==> src/sv/optb_pkg.sv <==
// ----------------------------------------------------------------------------
// optb_pkg
// Shared codes, widths and controller/datapath interface types.
// ----------------------------------------------------------------------------
package optb_pkg;

    localparam int NUM_TIMERS_DEF = 8;

    localparam int ACT_W    = 3;
    localparam int SLOT_W   = 3;
    localparam int MS_W     = 16;
    localparam int US_W     = 16;
    localparam int KIND_W   = 2;
    localparam int MODE_W   = 2;
    localparam int TIME_W   = 48;
    localparam int PERIOD_W = 26;
    localparam int MULT_W   = 10;

    localparam logic [MULT_W-1:0] US_PER_MS = 10'd1000;

    // Action codes
    localparam logic [ACT_W-1:0] ACT_TICK    = 3'd0;
    localparam logic [ACT_W-1:0] ACT_CREATE  = 3'd1;
    localparam logic [ACT_W-1:0] ACT_START   = 3'd2;
    localparam logic [ACT_W-1:0] ACT_STOP    = 3'd3;
    localparam logic [ACT_W-1:0] ACT_SETP    = 3'd4;
    localparam logic [ACT_W-1:0] ACT_QUERY   = 3'd5;
    localparam logic [ACT_W-1:0] ACT_DESTROY = 3'd6;

    // Slot modes
    localparam logic [MODE_W-1:0] MODE_STOPPED = 2'd0;
    localparam logic [MODE_W-1:0] MODE_CREATED = 2'd1;
    localparam logic [MODE_W-1:0] MODE_RUNNING = 2'd2;

    // Result kinds
    localparam logic [KIND_W-1:0] KIND_OK      = 2'd0;
    localparam logic [KIND_W-1:0] KIND_INVALID = 2'd1;
    localparam logic [KIND_W-1:0] KIND_FIRED   = 2'd2;

    // Controller to datapath
    typedef struct packed {
        logic load;   // capture the accepted beat
        logic tick;   // accepted beat is a tick: advance time
        logic rd_en;  // read period/expiry memories
        logic scan;   // address by scan indexes instead of command slot
        logic exec;   // execute the command and push its result
        logic ev_en;  // evaluate the slot at the evaluation index
        logic flush;  // push the held firing as the final result
    } cmd_t;

    // Datapath to controller
    typedef struct packed {
        logic out_free;
        logic pend_valid;
        logic fire;
    } sts_t;

endpackage

==> src/sv/optb_ctrl.sv <==
// ----------------------------------------------------------------------------
// optb_ctrl
// Sequencer: command read/execute steps and the pipelined tick scan.
// ----------------------------------------------------------------------------
module optb_ctrl #(
    parameter int  NUM_TIMERS = optb_pkg::NUM_TIMERS_DEF,
    localparam int IDX_W      = (NUM_TIMERS > 1) ? $clog2(NUM_TIMERS) : 1,
    localparam int CNT_W      = $clog2(NUM_TIMERS + 1)
) (
    input  logic                        clk,
    input  logic                        rst_n,
    input  logic                        in_valid,
    output logic                        in_ready,
    input  logic [optb_pkg::ACT_W-1:0]  action,
    input  optb_pkg::sts_t              sts,
    output optb_pkg::cmd_t              cmd,
    output logic [IDX_W-1:0]            rd_idx,
    output logic [IDX_W-1:0]            ev_idx
);
    import optb_pkg::*;

    localparam logic [2:0] S_IDLE  = 3'd0;
    localparam logic [2:0] S_CRD   = 3'd1;
    localparam logic [2:0] S_CEX   = 3'd2;
    localparam logic [2:0] S_SCAN  = 3'd3;
    localparam logic [2:0] S_FLUSH = 3'd4;

    logic [2:0]       state_reg, state_next;
    logic [CNT_W-1:0] rd_cnt_reg, rd_cnt_next;
    logic             ev_valid_reg, ev_valid_next;
    logic [IDX_W-1:0] ev_idx_reg, ev_idx_next;

    assign rd_idx = rd_cnt_reg[IDX_W-1:0];
    assign ev_idx = ev_idx_reg;

    always_comb
    begin
        logic stall;
        logic rd_active;
        cmd           = '0;
        in_ready      = 1'b0;
        state_next    = state_reg;
        rd_cnt_next   = rd_cnt_reg;
        ev_valid_next = ev_valid_reg;
        ev_idx_next   = ev_idx_reg;
        stall         = ev_valid_reg && sts.fire && sts.pend_valid && !sts.out_free;
        rd_active     = (rd_cnt_reg != CNT_W'(NUM_TIMERS));
        unique case (state_reg)
            S_IDLE:
            begin
                in_ready = 1'b1;
                if (in_valid)
                begin
                    cmd.load = 1'b1;
                    if (action == ACT_TICK)
                    begin
                        cmd.tick      = 1'b1;
                        rd_cnt_next   = '0;
                        ev_valid_next = 1'b0;
                        state_next    = S_SCAN;
                    end
                    else
                    begin
                        state_next = S_CRD;
                    end
                end
            end
            S_CRD:
            begin
                cmd.rd_en  = 1'b1;
                state_next = S_CEX;
            end
            S_CEX:
            begin
                if (sts.out_free)
                begin
                    cmd.exec   = 1'b1;
                    state_next = S_IDLE;
                end
            end
            S_SCAN:
            begin
                cmd.scan = 1'b1;
                if (!stall)
                begin
                    cmd.rd_en     = rd_active;
                    cmd.ev_en     = ev_valid_reg;
                    ev_valid_next = rd_active;
                    ev_idx_next   = rd_cnt_reg[IDX_W-1:0];
                    if (rd_active)
                    begin
                        rd_cnt_next = rd_cnt_reg + 1'b1;
                    end
                    else
                    begin
                        state_next = S_FLUSH;
                    end
                end
            end
            S_FLUSH:
            begin
                cmd.scan = 1'b1;
                if (!sts.pend_valid)
                begin
                    state_next = S_IDLE;
                end
                else if (sts.out_free)
                begin
                    cmd.flush  = 1'b1;
                    state_next = S_IDLE;
                end
            end
            default:
            begin
                state_next = S_IDLE;
            end
        endcase
    end

    always_ff @(posedge clk or negedge rst_n)
    begin
        if (!rst_n)
        begin
            state_reg    <= S_IDLE;
            rd_cnt_reg   <= '0;
            ev_valid_reg <= 1'b0;
            ev_idx_reg   <= '0;
        end
        else
        begin
            state_reg    <= state_next;
            rd_cnt_reg   <= rd_cnt_next;
            ev_valid_reg <= ev_valid_next;
            ev_idx_reg   <= ev_idx_next;
        end
    end

endmodule

==> src/sv/optb_dpath.sv <==
// ----------------------------------------------------------------------------
// optb_dpath
// Time counter, slot state, period/expiry memories, held firing, output stage.
// ----------------------------------------------------------------------------
module optb_dpath #(
    parameter int  NUM_TIMERS = optb_pkg::NUM_TIMERS_DEF,
    localparam int IDX_W      = (NUM_TIMERS > 1) ? $clog2(NUM_TIMERS) : 1
) (
    input  logic                          clk,
    input  logic                          rst_n,
    input  optb_pkg::cmd_t                cmd,
    input  logic [IDX_W-1:0]              rd_idx,
    input  logic [IDX_W-1:0]              ev_idx,
    output optb_pkg::sts_t                sts,
    input  logic [optb_pkg::ACT_W-1:0]    action,
    input  logic [optb_pkg::SLOT_W-1:0]   slot,
    input  logic [optb_pkg::MS_W-1:0]     period_ms,
    input  logic                          oneshot,
    input  logic [optb_pkg::US_W-1:0]     elapsed_us,
    output logic                          out_valid,
    input  logic                          out_ready,
    output logic [optb_pkg::KIND_W-1:0]   kind,
    output logic [optb_pkg::SLOT_W-1:0]   slot_out,
    output logic                          is_running,
    output logic                          last
);
    import optb_pkg::*;

    // Control state
    logic [TIME_W-1:0] time_reg;
    logic [MODE_W-1:0] mode_reg [NUM_TIMERS];
    logic              os_flag_reg [NUM_TIMERS];
    logic              per_vld_reg [NUM_TIMERS];
    logic              pend_valid_reg;
    logic              out_valid_reg;

    // Captured beat
    logic [ACT_W-1:0]  act_reg;
    logic [SLOT_W-1:0] slot_reg;
    logic [MS_W-1:0]   ms_reg;
    logic              os_reg;

    // Memories and registered read data
    logic [PERIOD_W-1:0] per_mem [NUM_TIMERS];
    logic [TIME_W-1:0]   exp_mem [NUM_TIMERS];
    logic [PERIOD_W-1:0] per_rd_reg;
    logic                per_rd_vld_reg;
    logic [TIME_W-1:0]   exp_rd_reg;

    // Held firing and output stage payload
    logic [SLOT_W-1:0] pend_slot_reg;
    logic              pend_run_reg;
    logic [KIND_W-1:0] kind_reg;
    logic [SLOT_W-1:0] slot_out_reg;
    logic              run_reg;
    logic              last_reg;

    logic [IDX_W-1:0]    item_idx, sel_idx, rd_addr;
    logic                in_range;
    logic [MODE_W-1:0]   mode_sel;
    logic                running_sel;
    logic                os_sel;
    logic [PERIOD_W-1:0] per_eff;
    logic [PERIOD_W-1:0] ms_ext, k_ext, new_per;
    logic [TIME_W-1:0]   reload;
    logic                fire;
    logic                ev_fire;

    logic [KIND_W-1:0] res_kind;
    logic              res_run;
    logic              per_we;
    logic              exp_we_cmd;
    logic              mode_we;
    logic [MODE_W-1:0] mode_new;
    logic              os_we;

    logic              exp_we;
    logic [IDX_W-1:0]  exp_wa;
    logic              push;

    assign item_idx    = IDX_W'(slot_reg);
    assign in_range    = (int'(slot_reg) < NUM_TIMERS);
    assign sel_idx     = cmd.scan ? ev_idx : item_idx;
    assign rd_addr     = cmd.scan ? rd_idx : item_idx;
    assign mode_sel    = mode_reg[sel_idx];
    assign running_sel = (mode_sel == MODE_RUNNING);
    assign os_sel      = os_flag_reg[sel_idx];
    assign per_eff     = per_rd_vld_reg ? per_rd_reg : '0;
    assign ms_ext      = {{(PERIOD_W-MS_W){1'b0}}, ms_reg};
    assign k_ext       = {{(PERIOD_W-MULT_W){1'b0}}, US_PER_MS};
    assign new_per     = ms_ext * k_ext;
    assign reload      = time_reg + {{(TIME_W-PERIOD_W){1'b0}}, per_eff};
    assign fire        = running_sel && (time_reg >= exp_rd_reg);
    assign ev_fire     = cmd.ev_en && fire;

    assign exp_we = (cmd.exec && exp_we_cmd) || (ev_fire && !os_sel);
    assign exp_wa = cmd.exec ? item_idx : ev_idx;
    assign push   = cmd.exec || cmd.flush || (ev_fire && pend_valid_reg);

    assign sts.out_free   = !out_valid_reg || out_ready;
    assign sts.pend_valid = pend_valid_reg;
    assign sts.fire       = fire;

    assign out_valid  = out_valid_reg;
    assign kind       = kind_reg;
    assign slot_out   = slot_out_reg;
    assign is_running = run_reg;
    assign last       = last_reg;

    // Command decode against the addressed slot's current mode
    always_comb
    begin
        res_kind   = KIND_OK;
        res_run    = running_sel;
        per_we     = 1'b0;
        exp_we_cmd = 1'b0;
        mode_we    = 1'b0;
        mode_new   = mode_sel;
        os_we      = 1'b0;
        if (!in_range)
        begin
            res_kind = KIND_INVALID;
            res_run  = 1'b0;
        end
        else
        begin
            unique case (act_reg)
                ACT_CREATE:
                begin
                    per_we   = 1'b1;
                    os_we    = 1'b1;
                    mode_we  = 1'b1;
                    mode_new = MODE_CREATED;
                    res_run  = 1'b0;
                end
                ACT_START:
                begin
                    if (running_sel)
                    begin
                        res_kind = KIND_INVALID;
                    end
                    else
                    begin
                        exp_we_cmd = 1'b1;
                        mode_we    = 1'b1;
                        mode_new   = MODE_RUNNING;
                        res_run    = 1'b1;
                    end
                end
                ACT_STOP:
                begin
                    if (!running_sel)
                    begin
                        res_kind = KIND_INVALID;
                    end
                    else
                    begin
                        mode_we  = 1'b1;
                        mode_new = MODE_STOPPED;
                        res_run  = 1'b0;
                    end
                end
                ACT_SETP:
                begin
                    if (mode_sel != MODE_CREATED && !running_sel)
                    begin
                        res_kind = KIND_INVALID;
                    end
                    else
                    begin
                        per_we = 1'b1;
                    end
                end
                ACT_QUERY:
                begin
                    res_kind = KIND_OK;
                end
                ACT_DESTROY:
                begin
                    if (running_sel)
                    begin
                        mode_we  = 1'b1;
                        mode_new = MODE_STOPPED;
                    end
                    res_run = 1'b0;
                end
                default:
                begin
                    res_kind = KIND_INVALID;
                end
            endcase
        end
    end

    always_ff @(posedge clk or negedge rst_n)
    begin
        if (!rst_n)
        begin
            time_reg       <= '0;
            pend_valid_reg <= 1'b0;
            out_valid_reg  <= 1'b0;
            for (int i = 0; i < NUM_TIMERS; i++)
            begin
                mode_reg[i]    <= MODE_STOPPED;
                os_flag_reg[i] <= 1'b0;
                per_vld_reg[i] <= 1'b0;
            end
        end
        else
        begin
            if (cmd.load && cmd.tick)
            begin
                time_reg <= time_reg + {{(TIME_W-US_W){1'b0}}, elapsed_us};
            end
            if (cmd.exec && mode_we)
            begin
                mode_reg[item_idx] <= mode_new;
            end
            if (ev_fire && os_sel)
            begin
                mode_reg[ev_idx] <= MODE_STOPPED;
            end
            if (cmd.exec && os_we)
            begin
                os_flag_reg[item_idx] <= os_reg;
            end
            if (cmd.exec && per_we)
            begin
                per_vld_reg[item_idx] <= 1'b1;
            end
            if (cmd.load || cmd.flush)
            begin
                pend_valid_reg <= 1'b0;
            end
            else if (ev_fire)
            begin
                pend_valid_reg <= 1'b1;
            end
            if (push)
            begin
                out_valid_reg <= 1'b1;
            end
            else if (out_ready)
            begin
                out_valid_reg <= 1'b0;
            end
        end
    end

    // Payload: captured beat, memories, read data, held firing, output stage
    always_ff @(posedge clk)
    begin
        if (cmd.load)
        begin
            act_reg  <= action;
            slot_reg <= slot;
            ms_reg   <= period_ms;
            os_reg   <= oneshot;
        end
        if (cmd.exec && per_we)
        begin
            per_mem[item_idx] <= new_per;
        end
        if (exp_we)
        begin
            exp_mem[exp_wa] <= reload;
        end
        if (cmd.rd_en)
        begin
            per_rd_reg     <= per_mem[rd_addr];
            per_rd_vld_reg <= per_vld_reg[rd_addr];
            exp_rd_reg     <= exp_mem[rd_addr];
        end
        if (ev_fire)
        begin
            pend_slot_reg <= SLOT_W'(ev_idx);
            pend_run_reg  <= !os_sel;
        end
        if (push)
        begin
            if (cmd.exec)
            begin
                kind_reg     <= res_kind;
                slot_out_reg <= slot_reg;
                run_reg      <= res_run;
                last_reg     <= 1'b1;
            end
            else
            begin
                kind_reg     <= KIND_FIRED;
                slot_out_reg <= pend_slot_reg;
                run_reg      <= pend_run_reg;
                last_reg     <= cmd.flush;
            end
        end
    end

endmodule

==> src/sv/oneshot_periodic_timer_bank_core.sv <==
// ----------------------------------------------------------------------------
// oneshot_periodic_timer_bank_core
// Bank of oneshot/periodic timer slots over a 48-bit microsecond counter.
// ----------------------------------------------------------------------------
//
//  Channel | Direction | Handshake            | Beat contents
//  --------+-----------+----------------------+-----------------------------------
//  in      | to core   | in_valid / in_ready  | action, slot, period_ms, oneshot,
//          |           |                      | elapsed_us
//  out     | from core | out_valid / out_ready| kind, slot_out, is_running, last
//
//  A command steps from accept back to ready through capture, memory read and
//  execute. In a tick, unless stalled, the scan reads one slot's
//  period and expiry from the memories per cycle and evaluates the previous
//  slot in the same cycle, then a final flush step releases the last firing.
//  Reset (rst_n low, asynchronous) clears the time, all slot modes, oneshot
//  flags and period valid bits; periods and expiries need no clearing pass.
//  A full output register holds a command at its execute step and the final
//  release; the scan holds only when a firing is due while an earlier one
//  waits in the hold register behind a full output register.
//
// ----------------------------------------------------------------------------
module oneshot_periodic_timer_bank_core #(
    parameter int NUM_TIMERS = optb_pkg::NUM_TIMERS_DEF
) (
    input  logic                          clk,
    input  logic                          rst_n,
    input  logic                          in_valid,
    output logic                          in_ready,
    input  logic [optb_pkg::ACT_W-1:0]    action,
    input  logic [optb_pkg::SLOT_W-1:0]   slot,
    input  logic [optb_pkg::MS_W-1:0]     period_ms,
    input  logic                          oneshot,
    input  logic [optb_pkg::US_W-1:0]     elapsed_us,
    output logic                          out_valid,
    input  logic                          out_ready,
    output logic [optb_pkg::KIND_W-1:0]   kind,
    output logic [optb_pkg::SLOT_W-1:0]   slot_out,
    output logic                          is_running,
    output logic                          last
);
    import optb_pkg::*;

    localparam int IDX_W = (NUM_TIMERS > 1) ? $clog2(NUM_TIMERS) : 1;

    cmd_t             cmd;
    sts_t             sts;
    logic [IDX_W-1:0] rd_idx;
    logic [IDX_W-1:0] ev_idx;

    // Sequencer: decides which step runs each cycle
    optb_ctrl #(
        .NUM_TIMERS (NUM_TIMERS)
    ) u_ctrl (
        .clk      (clk),
        .rst_n    (rst_n),
        .in_valid (in_valid),
        .in_ready (in_ready),
        .action   (action),
        .sts      (sts),
        .cmd      (cmd),
        .rd_idx   (rd_idx),
        .ev_idx   (ev_idx)
    );

    // Slot storage, time counter and the output register
    optb_dpath #(
        .NUM_TIMERS (NUM_TIMERS)
    ) u_dpath (
        .clk        (clk),
        .rst_n      (rst_n),
        .cmd        (cmd),
        .rd_idx     (rd_idx),
        .ev_idx     (ev_idx),
        .sts        (sts),
        .action     (action),
        .slot       (slot),
        .period_ms  (period_ms),
        .oneshot    (oneshot),
        .elapsed_us (elapsed_us),
        .out_valid  (out_valid),
        .out_ready  (out_ready),
        .kind       (kind),
        .slot_out   (slot_out),
        .is_running (is_running),
        .last       (last)
    );

endmodule

==> config.mk <==
export PLATFORM = sky130hd
export DESIGN_NAME = oneshot_periodic_timer_bank_core
export DESIGN_NICKNAME = d
export VERILOG_FILES = /design/src/sv/optb_pkg.sv /design/src/sv/optb_ctrl.sv /design/src/sv/optb_dpath.sv /design/src/sv/oneshot_periodic_timer_bank_core.sv
export SDC_FILE = /design/constraint.sdc
export NUM_CORES = 1
export LEC_CHECK = 0
export BUFFER_PORTS_ARGS = -buffer_cell sky130_fd_sc_hd__buf_2
export CAP_MARGIN = 20
export CORE_MARGIN = 2
export CORE_UTILIZATION = 55
export DETAILED_ROUTE_END_ITERATION = 16
export GPL_ROUTABILITY_DRIVEN = 1
export PLACE_DENSITY = 0.71
export RECOVER_POWER = 50
export SETUP_SLACK_MARGIN = 0.02
export SLEW_MARGIN = 0
export SYNTH_ARGS = -nofsm -noshare
export SYNTH_HDL_FRONTEND = slang
export SYNTH_SLANG_ARGS = --single-unit
==> constraint.sdc <==
create_clock -name clk -period 11.45 [get_ports clk]
set_clock_uncertainty 0.1 [all_clocks]
set_input_delay 2.29 -clock clk [delete_from_list [all_inputs] [get_ports clk]]
set_output_delay 2.29 -clock clk [all_outputs]
set_load 0.02 [all_outputs]
==> results of run 1 <==
-- through the flow --
| step | hold WS (ns) | worst slack, ns | cells | total power, W |
|---|---|---|---|---|
| 2_1_floorplan | 0.334 | 2.77 | 2232 | 0.00860 |
| 3_3_place_gp | 0.346 | 5.80 | 3094 | 0.00972 |
| 3_5_place_dp | 0.352 | 5.63 | 3095 | 0.00995 |
| 4_1_cts | 0.366 | 5.59 | 3243 | 0.0126 |
| 5_1_grt | 0.390 | 3.38 | 3244 | 0.0134 |
| 6_report | 0.364 | 4.24 | 3244 | 0.0125 |
-- logic make-up (layout without fill, tap and decap cells) --
group / count (synthesis) / count (layout) / synth area share, %
buffers and inverters: 227 / 384 / 2.69
DFF: 767 / 767 / 63.3
xor gates and xnor gates: 103 / 103 / 2.53
AOI/OAI and AO/OA: 263 / 263 / 4.77
muxes: 260 / 260 / 12.7
and+or+nand+nor: 412 / 412 / 5.80
adders and majority gates: 200 / 200 / 8.20
-- worst register-to-register path, cell delays in order, from the launching register on --
cell	delay, ns
dfrtp_1	0.69
nand2b_1	0.23
nor2_1	0.14
a21oi_1	0.45
mux2i_4	0.33
clkbuf_1	2.95
buf_4	1.13
mux4_2	0.66
mux2_2	0.28
-- layout by cell type (no fill, tap or decap), drive strengths merged, types with 6 or more instances in the layout --
cell / netlist / final
and2: 26 / 26
nor2: 88 / 88
nand3: 32 / 32
mux2: 85 / 85
a31oi: 20 / 20
clkbuf: 32 / 125
mux4: 144 / 144
o211ai: 7 / 7
xnor2: 53 / 53
fa: 56 / 56
edfxtp: 674 / 674
a22oi: 7 / 7
inv: 158 / 166
nand2: 113 / 113
nor3: 42 / 42
o21ai: 60 / 60
xor2: 50 / 50
nor2b: 18 / 18
ha: 144 / 144
clkinv: 0 / 29
clkinvlp: 0 / 6
a21o: 25 / 25
or3: 11 / 11
or2: 13 / 13
a211oi: 9 / 9
mux2i: 31 / 31
o21a: 6 / 6
buf: 37 / 51
and3: 17 / 17
a21oi: 84 / 84
dfrtp: 93 / 93
bufinv: 0 / 7
nand4: 21 / 21
nand2b: 13 / 13
-- synth_stat cells, types with 50 or more instances --
master | n | share of area (%)
a21oi_1 | 81 | 1.1
dfrtp_1 | 93 | 6.5
edfxtp_1 | 674 | 57
fa_1 | 56 | 3.1
ha_1 | 144 | 5.1
inv_1 | 157 | 1.7
mux2_2 | 85 | 2.7
mux4_2 | 144 | 9.1
nand2_1 | 112 | 1.2
nor2_1 | 84 | 0.88
o21ai_0 | 56 | 0.79
xnor2_1 | 53 | 1.3
xor2_1 | 50 | 1.2
-- worst paths after layout --
path	startpoint	end	slack, ns	cells after the start
worst max-delay path	u_ctrl.state_reg[2]$_DFFE_PN0P_	u_dpath.exp_rd_reg[27]$_DFFE_PP_	4.24	8
worst min-delay path	u_dpath.per_vld_reg[0]$_DFFE_PN0P_	u_dpath.per_vld_reg[0]$_DFFE_PN0P_	0.36	1
worst max register to register	u_ctrl.state_reg[2]$_DFFE_PN0P_	u_dpath.exp_rd_reg[27]$_DFFE_PP_	4.24	8
worst min register to register	u_dpath.per_vld_reg[0]$_DFFE_PN0P_	u_dpath.per_vld_reg[0]$_DFFE_PN0P_	0.36	1
max in group asynchronous	rst_n	u_dpath.time_reg[4]$_DFFE_PN0P_	4.88	2
min in group asynchronous	rst_n	u_dpath.mode_reg[8]$_DFF_PN0_	2.35	1
-- final cells by class --
class                   count  area [µm²]
inverters                 158         593
flip-flops and latches    767       22600
clock buffers              98        2130
repair buffers             78         424
well taps                 855        1070
fillers                  4679       24800
multi-input cells        1238       12200
clock inverters            50         483
-- routing by layer --
metal	up-vias	routed length, µm	global-route usage, %
li1	8699	-	-
met1	9881	31500	31.4
met2	535	36700	37.7
met3	124	3720	3.47
met4	2	1610	6.09
met5	-	13	0
-- where the power goes --
| group | internal (W) | switching, W | total, W | leakage [nW] |
|---|---|---|---|---|
| combinational | 0.00179 | 0.00322 | 0.00501 | 5.98 |
| clock | 0.00150 | 0.00107 | 0.00257 | 1.28 |
| sequential | 0.00475 | 0.000190 | 0.00494 | 7.32 |
| total | 0.00803 | 0.00449 | 0.0125 | 14.6 |
==> reports/qor.tcl, run 1 <==
set qor(outcome) {finished with violations}
set qor(violated_checks) {max-capacitance violations, max-slew violations}
set qor(irDropWorstVdd_v) 0.000348
set qor(globalplace.congestion) 0.842
set qor(antenna_violating_nets_post_route) 0
set qor(crit_path_cell_trace) {nand2b_1, nor2_1, a21oi_1, mux2i_4, clkbuf_1, buf_4, mux4_2, mux2_2}
set qor(top_regs) {u_dpath.exp_mem: 384 flops, u_dpath.per_mem: 184 flops}
set qor(total_via_count_in_the_routed_design) 19200
set qor(synthCells) 2232
set qor(cts_hold_buffers) 0
set qor(yosys_register_bits) 767
set qor(drt_pass1_iterations) 5
set qor(final_report_hold_violation_count) 0
set qor(cts-buffers-inserted) 80
set qor(tns_ns) 0
set qor(cts_root_buf) {clkbuf_16}
set qor(drive_above_1_share_pct) 18.1
set qor(cp_top_family) {buffers and inverters}
set qor(post-route-period-util_pct) 63.0
set qor(critical_path_arrival_ns) 7.48
set qor(synth_area_per_cell_um2) 16.0
set qor(post_cts_buffers) 0
set qor(grt_first_pass_wirelength_mm) 115
set qor(design_area_mm2) 0.0395
set qor(cp_slowest_cell) {clkbuf_1}
set qor(worst_ep_required_time_ns) 11.72
set qor(rows) 93
set qor(die_h_um) 259
set qor(routed_wire_length_per_instance_um) 22.7
set qor(ios) 52
set qor(min_path_type) {reg2reg}
set qor(start_util_pct) 55.5
set qor(maximum_capacitance_violations) 8
set qor(flow.area_growth_from_synthesis_pct) 10.8
set qor(num-nets-final) 2566
set qor(netlist_area_mm2) 0.0356
set qor(cts.clk_slew.worst_paths_ns) 0.07
set qor(crit_path_start_kind) {flop}
set qor(dieArea_mm2) 0.0668
set qor(h-tree-depth) 3
set qor(fmax_mhz) 139
set qor(cts.sink_count) 767
set qor(maxSlewHeadroom_pct) -179
set qor(synth-warning-count) 0
set qor(finalSetupViolCount) 0
set qor(crit_path_max_fanout) 49
set qor(layout.core_utilization_pct) 61.5
set qor(cts_tree) {done}
set qor(global_route.overflow_total) 0
set qor(critical_path.n_buffers_inverters) 2
set qor(die_width_um) 259
set qor(cpPeakStageDelay_ns) 2.95
set qor(ys_async_sr_fraction_pct) 12.1
set qor(critical_path_class) {reg2reg}
set qor(dp_hpwl_mm) 46.3
set qor(number_of_antenna_violations_at_the_first_check_in_global_routing) 2
set qor(drv_slew) 295
set qor(power.density_cell_area_mw_per_mm2) 317
set qor(number_of_drc_violations_after_detailed_routing_iteration_0) 1573
set qor(static-leakage-power_nw) 14.6
set qor(largest_register_ff_count) 384
set qor(clock_latency_ns) 0.63
set qor(post_drt_via_cell_ratio) 5.93
set qor(post-route-drc-count) 0
set qor(setup.worst_path.end_class) {flop}
set qor(dpl_cell_area_mm2) 0.0370
set qor(worstMarginPinSlew_ns) 4.18
set qor(synth-edff-count) 674
set qor(drt-total-wl_mm) 73.5
set qor(grt_pass1_vias) 20100
set qor(pin_count_of_the_biggest_net_entering_global_routing) 145
set qor(core_area_mm2) 0.0642
set qor(global_route.usage.total_pct) 22.6
set qor(finalWorstPathRequiredPeriod_ns) 7.21
set qor(postSynthNetCount) 2475
set qor(max_flop_register) {u_dpath.exp_mem}
set qor(rsz0062_at_grt) {false}
set qor(post_cts_resize_count) 0
set qor(place.port_buffers) 51
set qor(n_antenna_cell) 0
set qor(yosys.cell_types.count) 85
set qor(synth.yosys.seq_area_share_pct) 63.3
set qor(ys_dominant_reg_cell) {edfxtp_1}
set qor(clk_path_buf_depth) 3
Power figures use the tool's default switching activity.
==> run 2, diff against run 1 <==
PLACE_DENSITY = 0.74   (was 0.71)
clock period = 6.14 ns   (was 11.45 ns; I/O delays follow)
==> run 2 against run 1 <==
The run still ends with max-capacitance violations, max-slew violations left. Sequential power grew 86%. Combinational power is 87% higher. Register-to-register slack worse by 3.7 ns. Critical path depth rose by 8. Hold slack gained 0.0035 ns. Fmax grew 29%. Utilization about the same. Worst setup slack got worse by 3.7 ns. Critical path type unchanged.
==> reports/qor.tcl, run 2 (same netlist as run 1, synthesis figures left out) <==
set qor(final_report_hold_violation_count) 0 ;# unchanged
set qor(regToRegSetupSlack_ns) 0.54 ;# was 4.24 ns
set qor(critical_path.reg2reg.endpoint) {u_dpath.per_mem[7][20]$_DFFE_PP_} ;# was u_dpath.exp_rd_reg[27]$_DFFE_PP_
set qor(maximum_capacitance_violations) 7 ;# was 8
set qor(cp_top_family) {adder cells} ;# was buffers and inverters
set qor(cts_hold_buffers) 0 ;# unchanged
set qor(place.port_buffers) 51 ;# unchanged
set qor(num-nets-final) 2565 ;# was 2566
set qor(core_area_mm2) 0.0642 ;# unchanged
set qor(flow.area_growth_from_synthesis_pct) 10.8 ;# about the same
set qor(dpl_cell_area_mm2) 0.0371 ;# was 0.0370 mm²
set qor(largest_register_ff_count) 384 ;# unchanged
set qor(drv_slew) 296 ;# was 295
set qor(grt_first_pass_wirelength_mm) 115 ;# about the same
set qor(clock_latency_ns) 0.63 ;# about the same
set qor(violated_checks) {max-capacitance violations, max-slew violations} ;# unchanged
set qor(routed_wire_length_per_instance_um) 22.5 ;# was 22.7 µm
set qor(fmax_mhz) 178 ;# was 139 MHz
set qor(number_of_drc_violations_after_detailed_routing_iteration_0) 1766 ;# was 1573
set qor(drive_above_1_share_pct) 17.6 ;# was 18.1%
set qor(cts_root_buf) {clkbuf_16} ;# unchanged
set qor(critical_path.n_buffers_inverters) 2 ;# unchanged
set qor(max_flop_register) {u_dpath.exp_mem} ;# unchanged
set qor(post-route-drc-count) 0 ;# unchanged
set qor(crit_path_max_fanout) 12 ;# was 49
set qor(multi_input_comb_area_mm2) 0.0122 ;# about the same
set qor(pin_count_of_the_biggest_net_entering_global_routing) 92 ;# was 145
set qor(post_drt_via_cell_ratio) 5.95 ;# was 5.93
set qor(n_antenna_cell) 0 ;# unchanged
set qor(globalplace.congestion) 0.882 ;# was 0.842
set qor(post_cts_buffers) 0 ;# unchanged
set qor(drt-total-wl_mm) 72.7 ;# was 73.5 mm
set qor(cts.clk_slew.worst_paths_ns) 0.06 ;# was 0.07 ns
set qor(crit-reg2reg-launch) {u_dpath.ms_reg[1]$_DFFE_PP_} ;# was u_ctrl.state_reg[2]$_DFFE_PN0P_
set qor(min_path_type) {reg2reg} ;# unchanged
set qor(design_area_mm2) 0.0395 ;# about the same
set qor(cts.sink_count) 767 ;# unchanged
set qor(h-tree-depth) 3 ;# unchanged
set qor(cp_slowest_cell) {fa_1} ;# was clkbuf_1
set qor(post-route-period-util_pct) 91.3 ;# was 63.0%
set qor(critical_path_class) {reg2reg} ;# unchanged
set qor(crit_start) {u_dpath.ms_reg[1]$_DFFE_PP_} ;# was u_ctrl.state_reg[2]$_DFFE_PN0P_
set qor(total_via_count_in_the_routed_design) 19300 ;# was 19200
set qor(rsz0062_at_grt) {false} ;# unchanged
set qor(critical_path_arrival_ns) 5.83 ;# was 7.48 ns
set qor(final.hold.worst_slack_ns) 0.368 ;# was 0.364 ns
set qor(post_cts_resize_count) 0 ;# unchanged
set qor(cpPeakStageDelay_ns) 0.61 ;# was 2.95 ns
set qor(worstMarginPinSlew_ns) 2.86 ;# was 4.18 ns
set qor(dp_hpwl_mm) 45.8 ;# was 46.3 mm
set qor(maxSlewHeadroom_pct) -90.4 ;# was -179%
set qor(global_route.overflow_total) 0 ;# unchanged
set qor(dieArea_mm2) 0.0668 ;# unchanged
set qor(global_route.usage.total_pct) 22.3 ;# was 22.6%
set qor(clk_path_buf_depth) 3 ;# unchanged
set qor(finalSetupViolCount) 0 ;# unchanged
set qor(die_h_um) 259 ;# unchanged
set qor(worst_ep_required_time_ns) 6.37 ;# was 11.72 ns
set qor(top_regs) {u_dpath.exp_mem: 384 flops, u_dpath.per_mem: 184 flops} ;# unchanged
set qor(fin_ws_ns) 0.535 ;# was 4.24 ns
set qor(static-leakage-power_nw) 14.6 ;# about the same
set qor(worstSetupEndpoint) {u_dpath.per_mem[7][20]$_DFFE_PP_} ;# was u_dpath.exp_rd_reg[27]$_DFFE_PP_
set qor(crit_path_cell_trace) {fa_1, inv_1, fa_1, fa_1, fa_1, inv_1, ha_1, o21ai_0, nor2_1, o41ai_1, o211ai_1, a31o_2, a21oi_1, o21bai_1, a21oi_1, xnor2_1} ;# was nand2b_1, nor2_1, a21oi_1, mux2i_4, clkbuf_1, buf_4, mux4_2, mux2_2
set qor(total_power_w) 0.0232 ;# was 0.0125 W
set qor(r2r.worst_path.cells) 16 ;# was 8
set qor(worstSetupPathDepth) 16 ;# was 8
set qor(crit_path_start_kind) {flop} ;# unchanged
set qor(start_util_pct) 55.5 ;# unchanged
set qor(final_cell_mix) {edfxtp_1 (674), inv_1 (158), mux4_2 (144), ha_1 (144), nand2_1 (112)} ;# was edfxtp_1 (674), inv_1 (158), mux4_2 (144), ha_1 (144), nand2_1 (113)
set qor(drt_pass1_iterations) 5 ;# unchanged
set qor(layout_commonest_cell) {edfxtp_1} ;# unchanged
set qor(tns_ns) 0 ;# unchanged
set qor(power.density_cell_area_mw_per_mm2) 587 ;# was 317 mW/mm²
set qor(die_width_um) 259 ;# unchanged
set qor(cts_tree) {done} ;# unchanged
set qor(critical_path.most_common_cell) {fa_1}
set qor(number_of_antenna_violations_at_the_first_check_in_global_routing) 2 ;# unchanged
set qor(grt_pass1_vias) 20200 ;# was 20100
set qor(pre_cts_ws_ns) 0.568 ;# was 5.63 ns
set qor(irDropWorstVdd_v) 0.000868 ;# was 0.000348 V
set qor(outcome) {finished with violations} ;# unchanged
set qor(finalWorstPathRequiredPeriod_ns) 5.60 ;# was 7.21 ns
set qor(fillerInstances) 4595 ;# was 4679
set qor(ios) 52 ;# unchanged
set qor(seqCellArea_mm2) 0.0226 ;# unchanged
set qor(setup.worst_path.end_class) {flop} ;# unchanged
set qor(rows) 93 ;# unchanged
set qor(antenna_violating_nets_post_route) 0 ;# unchanged
set qor(cts-buffers-inserted) 77 ;# was 80
[run 2: power breakdown]
| part | internal [W] | leakage (nW) | switching [W] |
|---|---|---|---|
| sequential | 0.00883 | 7.32 | 0.000340 |
| combinational | 0.00338 | 6.04 | 0.00601 |
| clock | 0.00270 | 1.20 | 0.00191 |
[run 2: how the worst min path moves through the flow]
| stage | slack (ns) | end | depth (start not counted) | start |
|---|---|---|---|---|
| after floorplan | 0.33 | u_dpath.per_vld_reg[2]$_DFFE_PN0P_ | 1 | u_dpath.per_vld_reg[2]$_DFFE_PN0P_ |
| after global placement | 0.35 | u_dpath.per_vld_reg[1]$_DFFE_PN0P_ | 1 | u_dpath.per_vld_reg[1]$_DFFE_PN0P_ |
| after detailed placement | 0.36 | u_dpath.per_vld_reg[4]$_DFFE_PN0P_ | 1 | u_dpath.per_vld_reg[4]$_DFFE_PN0P_ |
| after CTS | 0.37 | u_dpath.per_vld_reg[4]$_DFFE_PN0P_ | 1 | u_dpath.per_vld_reg[4]$_DFFE_PN0P_ |
| after global routing | 0.39 | u_dpath.per_vld_reg[1]$_DFFE_PN0P_ | 1 | u_dpath.per_vld_reg[1]$_DFFE_PN0P_ |
| final | 0.37 | u_dpath.per_vld_reg[4]$_DFFE_PN0P_ | 1 | u_dpath.per_vld_reg[4]$_DFFE_PN0P_ |
[run 2: per-stage QoR]
stage,util (%),cells
floorplan,-,2232
global placement,57.8,3098
detailed placement,57.8,3098
CTS,61.6,3236
global route,61.4,3236
finish,61.4,3236
[run 2: worst register-to-register path: stages, from the launching register on]
cell and delay, ns:
edfxtp_1 0.57, fa_1 0.61, inv_1 0.07, fa_1 0.53
fa_1 0.44, fa_1 0.52, inv_1 0.04, ha_1 0.34
o21ai_0 0.12, nor2_1 0.11, o41ai_1 0.49, o211ai_1 0.24
a31o_2 0.27, a21oi_1 0.27, o21bai_1 0.12, a21oi_1 0.18
xnor2_1 0.29
[run 2: final cells by class]
| class | instances | area share, % |
|---|---|---|
| well taps | 855 | 2.71 |
| flip-flops and latches | 767 | 57.2 |
| clock buffers | 104 | 5.32 |
| repair buffers | 80 | 1.42 |
| multi-input cells | 1238 | 30.9 |
| clock inverters | 34 | 0.926 |
| inverters | 158 | 1.50 |
[run 2: routing by layer]
layer  GRT usage, %  up-vias  wire, µm
li1               -     8683         -
met1           31.0     9837     30900
met2           36.1      598     35100
met3           4.27      130      4600
met4           7.27        2      2090
met5              0        -         8
==> run 3, diff against run 2 <==
CORE_ASPECT_RATIO = 0.75   (was not set)
PLACE_DENSITY = 0.71   (was 0.74)
clock period = 7.1 ns   (was 6.14 ns; I/O delays follow)
==> run 3 against run 2 <==
First-iteration DRC count up 10%. Critical path type unchanged. Largest power group unchanged. Utilization up 0.19 points. Cell count about the same. The flow still finishes with violations (max-capacitance violations, max-slew violations). Combinational power down 12%. Sequential power down 13%.
==> reports/qor.tcl, run 3 (same netlist as run 1, synthesis figures left out) <==
set qor(power.density_cell_area_mw_per_mm2) 514 ;# was 587 mW/mm²
set qor(final_report_hold_violation_count) 0 ;# unchanged
set qor(die_width_um) 298 ;# was 259 µm
set qor(cts_hold_buffers) 0 ;# unchanged
set qor(flow.area_growth_from_synthesis_pct) 10.5 ;# was 10.8%
set qor(critical_path_class) {reg2reg} ;# unchanged
set qor(cts.clk_slew.worst_paths_ns) 0.07 ;# was 0.06 ns
set qor(final_cell_mix) {edfxtp_1 (674), inv_1 (158), mux4_2 (144), ha_1 (144), nand2_1 (113)} ;# was edfxtp_1 (674), inv_1 (158), mux4_2 (144), ha_1 (144), nand2_1 (112)
set qor(layout_commonest_cell) {edfxtp_1} ;# unchanged
set qor(min_path_type) {reg2reg} ;# unchanged
set qor(cts.sink_count) 767 ;# unchanged
set qor(finalWorstPathRequiredPeriod_ns) 6.16 ;# was 5.60 ns
set qor(crit-reg2reg-launch) {u_ctrl.state_reg[2]$_DFFE_PN0P_} ;# was u_dpath.ms_reg[1]$_DFFE_PP_
set qor(regToRegSetupSlack_ns) 0.94 ;# was 0.54 ns
set qor(num-nets-final) 2560 ;# was 2565
set qor(h-tree-depth) 3 ;# unchanged
set qor(cts-buffers-inserted) 74 ;# was 77
set qor(routed_wire_length_per_instance_um) 23.4 ;# was 22.5 µm
set qor(setup.worst_path.end_class) {flop} ;# unchanged
set qor(post_drt_via_cell_ratio) 6.00 ;# was 5.95
set qor(global_route.usage.total_pct) 23.2 ;# was 22.3%
set qor(clk_path_buf_depth) 3 ;# unchanged
set qor(crit_path_max_fanout) 28 ;# was 12
set qor(core_area_mm2) 0.0639 ;# was 0.0642 mm²
set qor(clock_latency_ns) 0.63 ;# about the same
set qor(dieArea_mm2) 0.0669 ;# was 0.0668 mm²
set qor(finalSetupViolCount) 0 ;# unchanged
set qor(post-route-period-util_pct) 86.8 ;# was 91.3%
set qor(violated_checks) {max-capacitance violations, max-slew violations} ;# unchanged
set qor(global_route.overflow_total) 0 ;# unchanged
set qor(worstMarginPinSlew_ns) 3.44 ;# was 2.86 ns
set qor(worst_ep_required_time_ns) 7.51 ;# was 6.37 ns
set qor(drv_slew) 368 ;# was 296
set qor(holdPathEnd) {u_dpath.per_vld_reg[0]$_DFFE_PN0P_} ;# was u_dpath.per_vld_reg[4]$_DFFE_PN0P_
set qor(irDropWorstVdd_v) 0.000493 ;# was 0.000868 V
set qor(max_flop_register) {u_dpath.exp_mem} ;# unchanged
set qor(post_cts_resize_count) 0 ;# unchanged
set qor(r2r.worst_path.cells) 11 ;# was 16
set qor(globalplace.congestion) 0.854 ;# was 0.882
set qor(drive_above_1_share_pct) 17.0 ;# was 17.6%
set qor(rows) 80 ;# was 93
set qor(outcome) {finished with violations} ;# unchanged
set qor(cts_root_buf) {clkbuf_16} ;# unchanged
set qor(total_via_count_in_the_routed_design) 19400 ;# was 19300
set qor(place.port_buffers) 51 ;# unchanged
set qor(critical_path.reg2reg.endpoint) {u_dpath.time_reg[47]$_DFFE_PN0P_} ;# was u_dpath.per_mem[7][20]$_DFFE_PP_
set qor(drt-total-wl_mm) 75.7 ;# was 72.7 mm
set qor(tns_ns) 0 ;# unchanged
set qor(start_util_pct) 55.8 ;# was 55.5%
set qor(critical_path.n_buffers_inverters) 2 ;# unchanged
set qor(top_regs) {u_dpath.exp_mem: 384 flops, u_dpath.per_mem: 184 flops} ;# unchanged
set qor(largest_register_ff_count) 384 ;# unchanged
set qor(antenna_violating_nets_post_route) 0 ;# unchanged
set qor(maxSlewHeadroom_pct) -129 ;# was -90.4%
set qor(cp_slowest_cell) {clkbuf_1} ;# was fa_1
set qor(number_of_antenna_violations_at_the_first_check_in_global_routing) 4 ;# was 2
set qor(cp_top_family) {simple AND/OR/NAND/NOR gates} ;# was adder cells
set qor(number_of_drc_violations_after_detailed_routing_iteration_0) 1945 ;# was 1766
set qor(fin_ws_ns) 0.938 ;# was 0.535 ns
set qor(post_cts_buffers) 0 ;# unchanged
set qor(static-leakage-power_nw) 14.5 ;# was 14.6 nW
set qor(critical_path_arrival_ns) 6.57 ;# was 5.83 ns
set qor(post-route-drc-count) 0 ;# unchanged
set qor(maximum_capacitance_violations) 9 ;# was 7
set qor(pin_count_of_the_biggest_net_entering_global_routing) 145 ;# was 92
set qor(cts_tree) {done} ;# unchanged
set qor(ios) 52 ;# unchanged
set qor(timing.hold.worst.start) {u_dpath.per_vld_reg[0]$_DFFE_PN0P_} ;# was u_dpath.per_vld_reg[4]$_DFFE_PN0P_
set qor(worstSetupPathDepth) 11 ;# was 16
set qor(cpPeakStageDelay_ns) 1.21 ;# was 0.61 ns
set qor(rsz0062_at_grt) {false} ;# unchanged
set qor(drt_pass1_iterations) 5 ;# unchanged
set qor(hold_depth) 1 ;# unchanged
set qor(n_antenna_cell) 0 ;# unchanged
set qor(dp_hpwl_mm) 49.0 ;# was 45.8 mm
set qor(pre_cts_ws_ns) 1.12 ;# was 0.568 ns
set qor(grt_first_pass_wirelength_mm) 118 ;# was 115 mm
set qor(grt_pass1_vias) 19700 ;# was 20200
set qor(fmax_mhz) 162 ;# was 178 MHz
set qor(die_h_um) 224 ;# was 259 µm
set qor(crit_path_start_kind) {flop} ;# unchanged
set qor(crit_path_cell_trace) {nor3_1, and2_0, clkbuf_1, nand2_1, a211oi_1, a21o_1, o21ai_0, clkbuf_1, nor3_1, nand4_1, xnor2_1} ;# was fa_1, inv_1, fa_1, fa_1, fa_1, inv_1, ha_1, o21ai_0, nor2_1, o41ai_1, o211ai_1, a31o_2, a21oi_1, o21bai_1, a21oi_1, xnor2_1
-- run 3: cell count changes in the layout (fill, tap and decap cells not counted), sizes merged --
cell      before  now
buf           54   52
bufinv         7   10
clkbuf       130  113
clkinv        23   32
clkinvlp       0    2
-- run 3: worst max path at each step --
| stage | end | start | slack, ns |
|---|---|---|---|
| floorplan | u_dpath.exp_rd_reg[0]$_DFFE_PP_ | u_ctrl.state_reg[1]$_DFFE_PN0P_ | 0.92 |
| global placement | u_dpath.exp_mem[4][4]$_DFFE_PP_ | u_ctrl.state_reg[2]$_DFFE_PN0P_ | 1.33 |
| detailed placement | u_dpath.exp_mem[4][4]$_DFFE_PP_ | u_ctrl.state_reg[2]$_DFFE_PN0P_ | 1.12 |
| CTS | u_dpath.exp_mem[4][17]$_DFFE_PP_ | u_ctrl.state_reg[2]$_DFFE_PN0P_ | 1.12 |
| global route | u_dpath.exp_rd_reg[13]$_DFFE_PP_ | u_ctrl.state_reg[2]$_DFFE_PN0P_ | 0.38 |
| finish | u_dpath.time_reg[47]$_DFFE_PN0P_ | u_ctrl.state_reg[2]$_DFFE_PN0P_ | 0.94 |
-- run 3: through the flow --
| stage | std cells | power [W] | util, % | hold WS [ns] | area, µm² |
|---|---|---|---|---|---|
| 2_1_floorplan | 2232 | 0.0139 | - | 0.334 | 35600 |
| 3_3_place_gp | 3101 | 0.0158 | 58.0 | 0.347 | 37000 |
| 3_5_place_dp | 3101 | 0.0162 | 58.0 | 0.354 | 37000 |
| 4_1_cts | 3236 | 0.0203 | 61.8 | 0.368 | 39500 |
| 5_1_grt | 3237 | 0.0215 | 61.6 | 0.380 | 39400 |
| 6_report | 3237 | 0.0202 | 61.6 | 0.369 | 39400 |
-- run 3: cell type report --
| cell class | count | area, µm² |
|---|---|---|
| clock inverter | 48 | 526 |
| clock buffer | 87 | 1920 |
| fill | 4672 | 24500 |
| tap | 861 | 1080 |
| multi-input combinational | 1238 | 12200 |
| sequential | 767 | 22600 |
| inverter | 158 | 593 |
| timing repair buffer | 78 | 469 |
-- run 3: routing by layer --
| layer | vias up | track usage (%) | share of wire (%) |
|---|---|---|---|
| li1 | 8680 | - | - |
| met1 | 9964 | 35.3 | 46 |
| met2 | 654 | 33.9 | 44 |
| met3 | 110 | 5.49 | 8.1 |
| met4 | 2 | 6.22 | 2.3 |
| met5 | - | 0 | 0.017 |
-- run 3: power by group --
part / internal, W / switching, W
combinational: 0.00289 / 0.00536
clock: 0.00232 / 0.00170
sequential: 0.00765 / 0.000310
